### config.mk
export PLATFORM = sky130hd
export DESIGN_NAME = lps_ctrl
export DESIGN_NICKNAME = d
export VERILOG_FILES = /design/src/rtl/lps_pkg.sv /design/src/rtl/lps_ctrl.sv
export SDC_FILE = /design/constraint.sdc
export NUM_CORES = 1
export LEC_CHECK = 0
export ABC_AREA = 1
export BUFFER_PORTS_ARGS = -buffer_cell sky130_fd_sc_hd__clkbuf_2
export CORE_AREA = 2 2 39 41
export DETAILED_ROUTE_END_ITERATION = 16
export DIE_AREA = 0 0 41 43
export GPL_TIMING_DRIVEN = 0
export MAX_ROUTING_LAYER = met4
export PLACE_DENSITY_LB_ADDON = 0.08
export SYNTH_ARGS = -nofsm -noshare
export SYNTH_HDL_FRONTEND = slang
export SYNTH_SLANG_ARGS = --single-unit
### constraint.sdc
create_clock -name clk -period 1 [get_ports clk]
set_input_delay 0 -clock clk [delete_from_list [all_inputs] [get_ports clk]]
set_output_delay 0 -clock clk [all_outputs]
set_load 0.05 [all_outputs]
### src/rtl/lps_pkg.sv
// Shared constants and the controller/datapath command and status structs
// for the longest palindromic subsequence unit. No dependencies.
`timescale 1ns / 1ps

package lps_pkg;

  localparam int MAX_LEN  = 64;
  localparam int IDX_W    = $clog2(MAX_LEN);
  localparam int CNT_W    = $clog2(MAX_LEN + 1);
  localparam int DP_DEPTH = 1 << (2 * IDX_W);
  localparam int SYM_W    = 8;
  localparam int LEN_W    = 7;

  // Commands from the controller, one per datapath operation
  typedef struct packed {
    logic load;
    logic row_rd;
    logic row_wr;
    logic cell_rd;
    logic cell_wr;
    logic row_dec;
    logic len_rd;
    logic len_ld;
    logic walk_rd;
    logic walk_ex;
    logic emit_rd;
    logic emit_ld;
  } cmd_t;

  // Status back to the controller
  typedef struct packed {
    logic row_has_cells;
    logic cell_last;
    logic i_zero;
    logic walk_cont;
    logic out_pop;
    logic out_last;
  } status_t;

endpackage

### src/rtl/lps_ctrl.sv
// Controller: sequences load, table fill, walk back and emission.
// Depends on lps_pkg.
`timescale 1ns / 1ps

module lps_ctrl (
  input  logic             clk,
  input  logic             rst,
  input  logic             s_tvalid,
  input  logic             s_tlast,
  output logic             s_tready,
  output lps_pkg::cmd_t    cmd,
  input  lps_pkg::status_t status
);

  typedef enum logic [3:0] {
    LOAD, ROW_RD, ROW_WR, CELL_RD, CELL_WR, ROW_END, LEN_RD, LEN_LD,
    WALK_RD, WALK_EX, EMIT_RD, EMIT_LD, EMIT_WAIT
  } state_t;

  state_t state;

  assign s_tready = (state == LOAD);

  // Decode commands from the state
  always_comb begin
    cmd         = '0;
    cmd.load    = (state == LOAD) && s_tvalid;
    cmd.row_rd  = (state == ROW_RD);
    cmd.row_wr  = (state == ROW_WR);
    cmd.cell_rd = (state == CELL_RD);
    cmd.cell_wr = (state == CELL_WR);
    cmd.row_dec = (state == ROW_END) && !status.i_zero;
    cmd.len_rd  = (state == LEN_RD);
    cmd.len_ld  = (state == LEN_LD);
    cmd.walk_rd = (state == WALK_RD);
    cmd.walk_ex = (state == WALK_EX);
    cmd.emit_rd = (state == EMIT_RD);
    cmd.emit_ld = (state == EMIT_LD);
  end

  // Advance the sequence
  always_ff @(posedge clk) begin
    if (rst) begin
      state <= LOAD;
    end else begin
      unique case (state)
        LOAD:      if (s_tvalid && s_tlast) state <= ROW_RD;
        ROW_RD:    state <= ROW_WR;
        ROW_WR:    state <= status.row_has_cells ? CELL_RD : ROW_END;
        CELL_RD:   state <= CELL_WR;
        CELL_WR:   state <= status.cell_last ? ROW_END : CELL_RD;
        ROW_END:   state <= status.i_zero ? LEN_RD : ROW_RD;
        LEN_RD:    state <= LEN_LD;
        LEN_LD:    state <= WALK_RD;
        WALK_RD:   state <= WALK_EX;
        WALK_EX:   state <= status.walk_cont ? WALK_RD : EMIT_RD;
        EMIT_RD:   state <= EMIT_LD;
        EMIT_LD:   state <= EMIT_WAIT;
        EMIT_WAIT: if (status.out_pop) state <= status.out_last ? LOAD : EMIT_RD;
        default:   state <= LOAD;
      endcase
    end
  end

endmodule
* After elaboration in Yosys (flattened, before gate mapping)
Cells that the tools add are included.
** Word-level totals
- Register bits :: 4
- Input port bits :: 10
- Output and inout bits :: 13
- Logic and storage cells :: 29
** Cells by class
- Equality and inequality tests :: 14
- Multiplexer cells :: 8
- Reduce and logical (&&, ||, !) cells :: 6
** Operators with widths (count)
- $pmux 4 s13 :: 1
- $eq 4x4->1 const B :: 5
- $eq 4x3->1 const B :: 4
- $mux 4 :: 3
- $mux 3 :: 3
- $eq 4x2->1 const B :: 2
- $eq 4x1->1 const B :: 1
- $logic_not 4->1 :: 1
- $logic_and 1x1->1 :: 3
- $mux 2 :: 1
- $ne 2x1->1 const B :: 1
- $ne 2x2->1 const B :: 1
- $reduce_and 2->1 :: 1
- $logic_not 1->1 :: 1

* Longest topological paths before layout
Gate-level depths: netlist of the first run.
- Depth after elaboration :: 3
- Mapped depth :: 8
- Depth with buffers taken out :: 8

* Worst setup path after synthesis of the first run
OpenSTA, ideal clock, no wires.
- Path type :: reg2reg
- Start point :: reg state[1]
- End point :: reg state[3]
- Setup time :: 0.119 ns
- Arrival :: 1.195 ns
- Required time :: 0.881 ns
- Setup slack :: -0.315 ns
- Cell stages (with the launch flop) :: 9
- Path buffers :: 0
- Period minus slack after synthesis :: 1.315 ns
- Cell sequence :: dfxtp_1 > nor2_2 > inv_2 > nor2_4 > nand2_2 > nand2_2 > inv_2 > nand2_1 > a21oi_1
** Between the ends
- Cells in the longest elaborated chain, start to end :: 3
- Elaborated cells between the ends (all ways) :: 17
- Those cells by class :: eq/ne: 14; mux: 1; reduce/logical: 2
** RTL lines
- start: declaration :: RTL line lps_ctrl.sv:20 : state_t state;
- start signal: assignment :: RTL line lps_ctrl.sv:49 : ROW_WR: state <= status.row_has_cells ? CELL_RD : ROW_END;
- start signal: assignment :: RTL line lps_ctrl.sv:51 : CELL_WR: state <= status.cell_last ? ROW_END : CELL_RD;
- start signal: assignment :: RTL line lps_ctrl.sv:52 : ROW_END: state <= status.i_zero ? LEN_RD : ROW_RD;
- $logic_not 4->1 *
- net s_tready :: RTL line lps_ctrl.sv:10 : output logic s_tready,
- $ne 2x1->1 (no line)
- $reduce_and 2->1 (no line)
The timed path passes the listed nets; every way through them passes the cells marked *.
A chain may end at the register's enable or synchronous reset.

==> results of run 1 <==
[power by group through the flow]
stage          registers (mW)  logic (mW)  clock network [mW]
4_1_cts                 0.185       0.304               0.207
2_1_floorplan           0.184       0.182                   0
3_3_place_gp            0.186       0.238                   0
5_1_grt                 0.181       0.361               0.230
3_5_place_dp            0.186       0.238                   0
6_report                0.180       0.340               0.194
[synth_stat cells]
cell / n / share of area (%)
dfxtp_1: 4 / 19
and3_1: 1 / 1.5
nor2_1: 13 / 12
clkinv_1: 1 / 0.91
nand3_1: 6 / 7.3
inv_1: 14 / 13
nand2_1: 19 / 17
a211oi_2: 1 / 3.0
nand2_2: 3 / 4.5
nand3b_1: 3 / 5.4
nor2_2: 4 / 6.0
nor2_4: 1 / 2.7
inv_2: 7 / 6.3
a21oi_1: 1 / 1.2
[worst max-delay path by stage]
stage / endpoint / start / slack [ns] / cells after the start
after detailed placement: cmd[6] / state[2] / -0.19 / 7
after global placement: cmd[6] / state[0] / -0.20 / 7
after floorplan: state[3] / state[0] / -0.27 / 8
after CTS: cmd[6] / state[2] / -0.26 / 7
after global routing: cmd[6] / state[2] / -0.30 / 7
final: cmd[6] / state[2] / -0.22 / 7
[cell families after synthesis]
group	count (synthesis)
and+or+nand+nor	50
AOI/OAI and AO/OA	2
DFF	4
buffers and inverters	22
[worst register-to-register path, cell delays in order (launching register included)]
cell	delay (ns)
dfxtp_4	0.35
inv_4	0.06
buf_4	0.10
buf_6	0.09
nand2_4	0.05
nor2_4	0.13
nand2_2	0.06
nand2_2	0.09
inv_2	0.04
nand2_1	0.05
a21oi_1	0.05
[routing by layer]
layer | wire length, um | track usage [%]
met5 | 0 | -
met4 | 0 | 10.0
met3 | 48 | 3.14
met2 | 728 | 25.3
met1 | 528 | 18.3
[per-stage QoR]
step	hold slack [ns]	setup WS [ns]	cells	instance area [um2]	power, mW
6_report	0.130	-0.224	130	903	0.714
5_1_grt	0.125	-0.301	130	903	0.772
4_1_cts	0.112	-0.256	127	820	0.696
2_1_floorplan	0.0641	-0.270	78	440	0.366
3_3_place_gp	0.219	-0.199	116	571	0.424
3_5_place_dp	0.219	-0.189	116	571	0.423
[cell type report]
type	instances	area, um2	area share [%]
multi-input cells	52	337	37.3
repair buffers	33	337	37.3
flip-flops and latches	4	95.1	10.5
inverters	22	92.6	10.2
clock buffers	3	22.5	2.49
well taps	16	20.0	2.22
[timing repair]
action                                  in CTS  in global routing
hold endpoints to repair                     3                  0
pin swaps                                    8                  8
hold buffers                                 1                  0
buffers inserted                             7                  3
endpoints found under the setup margin      17                 17
gates resized for setup                     42                 26
==> flow_summary.yaml, run 1 <==
final_layout:
  final_common_cell: "nand2_1"
  fin_util_pct: 65.3
  top_register: "state"
  nets: 126
  largest_reg_flops: 4
  drive_above_1_share_pct: 65.8
  areaGrowthSynthToFinish_pct: 118
  diodes: 0
  reg_top3: "state x4"
  nFillCells: 125
  final_cell_mix: "nand2_1 (14), inv_2 (10), clkbuf_2 (9), nor2_4 (8), inv_1 (8)"
grt:
  grt_pass1_vias: 486
  grt_max_degree: 6
  grt_overflow: 0
  grt_pass1_wl_um: 1860
  grt.total_usage_pct: 16.3
  antenna_found_initial: 0
logic_synthesis:
  yosysUniqueCellTypes: 14
  synth_area_per_cell_um2: 5.31
  syn_nets: 88
  ys_ff_latch: 4
  seq_area_frac_synth_pct: 19.3
  synth_fa_ha_area_share_pct: 0
  synth_xor_area_share_pct: 0
  netlist_instances: 78
  ys_warn_count: 0
  yosys.area_share.simple_pct: 56.5
  synth-compound-area-share_pct: 4.23
  yosys-mux-area-fraction_pct: 0
  syn_area_um2: 414
  synth_top_family_by_area: "simple AND/OR/NAND/NOR gates"
power:
  p_clk_share_pct: 27.2
  seq_power_share_pct: 25.3
  leakagePower_nw: 0.503
  p_int_mw: 0.439
  switching_share_pct: 38.5
  p_per_area_nw_per_um2: 791
  power_frac_comb_pct: 47.5
  ir_worst_vdd_v: 0.000617
  power.switching_mw: 0.275
die:
  pin_count: 23
  die_area_um2: 1760
  die_height_um: 43
  die_w_um: 41
  core_um2: 1380
  floorplan.initialDensity_pct: 29.9
  fp-row-count: 14
place:
  io_buffer_count: 22
  place.gp.congestion: 0.749
  dp_hpwl_um: 870
critical_path:
  cp_top_family: "flip-flops"
  end_kind: "output port"
  r2r_cells: 10
  critPathLaunchType: "register"
  path_class: "reg2out"
  cp_slowest_cell: "dfxtp_4"
  r2r-start: "state[2]"
  critPathBufInv: 4
  critPathMaxFanout: 3
  crit_path_max_incr_delay_ns: 0.36
  cp.required_ns: 1.00
  r2r_setup_slack_ns: -0.19
  cp_data_arrival_time_ns: 1.22
  path_cells: "inv_4 -> nor2_4 -> inv_2 -> nor2_2 -> nand2_2 -> clkinvlp_4 -> clkbuf_16"
  regToRegEndpoint: "state[3]"
cts:
  clk_path_buf_depth: 2
  htree_levels: 1
  numCtsBuffers: 3
  clk_latency_ns: 0.23
  cts_tree: "done"
  clk_pin_slew_ns: 0.04
  ctsRootBufferMaster: "clkbuf_4"
  cts_num_sinks: 4
sta:
  hold_viol_final: 0
  worst_slack_ns: -0.224
  post-route-period-util_pct: 122
  setup_viol: 17
  clock_skew_ns: 0.00216
  worstMarginPinSlew_ns: 0.203
  finalSetupTns_ns: -2.87
  drv_slew: 0
  rsz0062_at_grt: "yes"
  fmax_mhz: 817
  relSlewSlack_pct: 86.4
  min_period_ns: 1.22
route:
  dr.pass1.iters: 4
  drc: 0
  drtIter0Drc: 9
  via_per_inst: 4.32
  wl_per_cell_um: 10.0
  antenna_left: 0
  wirelength_um: 1310
  vias: 562
worst_hold_path:
  min_path_type: "in2reg"
  hp-start: "s_tlast"
  min_to: "state[0]"
  hold_depth: 5
status:
  violations: "negative setup slack"
  outcome: "finished with violations"
job:
  cap_violations: 0
No activity file was read; power rests on OpenSTA's default activity.
==> run 2: changes to the inputs <==
--- a/config.mk
+++ b/config.mk
@@ -12,7 +12,7 @@
 export DIE_AREA = 0 0 41 43
 export GPL_TIMING_DRIVEN = 0
 export MAX_ROUTING_LAYER = met4
-export PLACE_DENSITY_LB_ADDON = 0.08
+export PLACE_DENSITY_LB_ADDON = 0.12
 export SYNTH_ARGS = -nofsm -noshare
 export SYNTH_HDL_FRONTEND = slang
 export SYNTH_SLANG_ARGS = --single-unit
==> run 2 against run 1 <==
  * The run still ends with negative setup slack left
  * Final area down 2.1%
  * Die area unchanged
  * Total power up 0.79%
  * Largest power group unchanged
  * Worst setup slack worse by 0.019 ns
  * Worst hold slack worse by 0.0029 ns
  * Global-route usage up 0.39 points
  * Sequential power up 3%
  * Count of clock-buffer cells in the layout unchanged
  * Clock power about the same
  * Wire length down 4.4%
==> flow_summary.yaml, run 2 (same netlist as run 1, synthesis figures left out) <==
grt:
  grt_pass1_vias: 524
  grt.total_usage_pct: 16.7
  antenna_found_initial: 0
  use_met3_pct: 3.14
  grt_pass1_wl_um: 1970
  grt_max_degree: 6
  grt_use_met1_pct: 17.6
  grt_overflow: 0
  met2_usage_pct: 28.1
  grt_busiest_layer: "met2"
die:
  pin_count: 23
  fp-row-count: 14
  core_um2: 1380
  die_height_um: 43
  die_area_um2: 1760
  die_w_um: 41
  floorplan.initialDensity_pct: 29.9
sta:
  worst_slack_ns: -0.243
  clock_skew_ns: 0.00281
  whs_ns: 0.127
  rsz0062_at_grt: "yes"
  post-route-period-util_pct: 124
  finalSetupTns_ns: -3.03
  fmax_mhz: 805
  drv_slew: 0
  min_period_ns: 1.24
  setup_viol: 17
  worstMarginPinSlew_ns: 0.263
  relSlewSlack_pct: 82.4
  hold_viol_final: 0
critical_path:
  cp_common_cell: "inv_2"
  critPathBufInv: 5
  cp_slowest_cell: "dfxtp_4"
  critPathMaxFanout: 4
  end_kind: "output port"
  cp_top_family: "buffers and inverters"
  critPathLaunchType: "register"
  cp.required_ns: 1.00
  cp_data_arrival_time_ns: 1.24
  path_cells: "inv_2 -> nor2_4 -> buf_4 -> buf_6 -> nand2_2 -> inv_2 -> clkbuf_16"
  path_class: "reg2out"
  crit_path_max_incr_delay_ns: 0.35
place:
  dp_cells: 116
  io_buffer_count: 22
  place.gp.congestion: 0.740
  pre_cts_ws_ns: -0.207
  dp_hpwl_um: 890
route:
  wirelength_um: 1250
  antenna_left: 0
  drtIter0Drc: 19
  wl_per_cell_um: 9.45
  via_per_inst: 4.56
  vias: 602
  drc: 0
  dr.pass1.iters: 4
cts:
  ctsRootBufferMaster: "clkbuf_4"
  cts_tree: "done"
  htree_levels: 1
  clk_latency_ns: 0.23
  clk_pin_slew_ns: 0.03
  numCtsBuffers: 3
  clk_path_buf_depth: 2
  cts_num_sinks: 4
final_layout:
  largest_reg_flops: 4
  areaGrowthSynthToFinish_pct: 114
  nets: 128
  diodes: 0
  final_common_cell: "nand2_1"
  drive_above_1_share_pct: 66.4
  top_register: "state"
  layout.cells.non_filler: 132
  final_cell_mix: "nand2_1 (13), inv_2 (11), clkbuf_2 (9), buf_4 (9)"
  reg_top3: "state x4"
power:
  ir_worst_vdd_v: 0.000562
  total_power_mw: 0.720
  leakagePower_nw: 0.491
  p_per_area_nw_per_um2: 814
job:
  cap_violations: 0
status:
  violations: "negative setup slack"
  outcome: "finished with violations"
worst_hold_path:
  min_path_type: "in2reg"
==> run 2: changes by cell type in the layout (fill, tap and decap cells not counted), moves of 2 or more <==
cell / previous run / this run
nor2_2: 4 / 7
buf_4: 7 / 9
nand2_4: 3 / 1
nor2_4: 8 / 5
nand2_2: 5 / 8
buf_8: 7 / 3
buf_6: 4 / 6
==> run 2: power by group <==
part           internal, mW  leakage (nW)  switching (mW)
sequential            0.167        0.0352          0.0185
combinational         0.149         0.442           0.193
clock                 0.134        0.0138          0.0586
total                 0.449         0.491           0.271
==> run 2: layout make-up <==
type | count | area, um2
fill | 122 | 499
timing repair buffer | 35 | 347
multi-input combinational | 52 | 314
sequential | 4 | 92.6
inverter | 22 | 88.8
clock buffer | 3 | 22.5
tap | 16 | 20.0
==> run 2: path summary, 6_finish.rpt <==
check / start / to / slack [ns] / depth (start not counted)
max: state[2] / cmd[4] / -0.24 / 7
min: status[1] / state[3] / 0.13 / 3
max reg2reg: state[2] / state[2] / -0.20 / 10
min reg2reg: state[2] / state[0] / 0.59 / 3
==> run 2: what timing repair did <==
item                                    CTS  global route
endpoints found under the setup margin   17            17
hold buffers                              1             0
hold endpoints to repair                  3             0
gates resized for setup                  43            16
pin swaps                                 6             6
setup buffers                            10             2
==> run 2: worst min-delay path, cell delays in order <==
cell	delay, ns
clkbuf_2	0.08
nand3b_1	0.16
a21oi_1	0.08
==> run 2: layer usage <==
layer	up-vias	share of wire [%]
met1	268	38
met5	-	0
li1	310	-
met3	0	6.3
met2	24	56
met4	0	0
==> run 2: metrics by stage <==
step,area (um2),util (%)
after CTS,841,60.8
final,885,63.9
after floorplan,440,-
after detailed placement,571,41.2
after global routing,885,63.9
after global placement,571,41.2
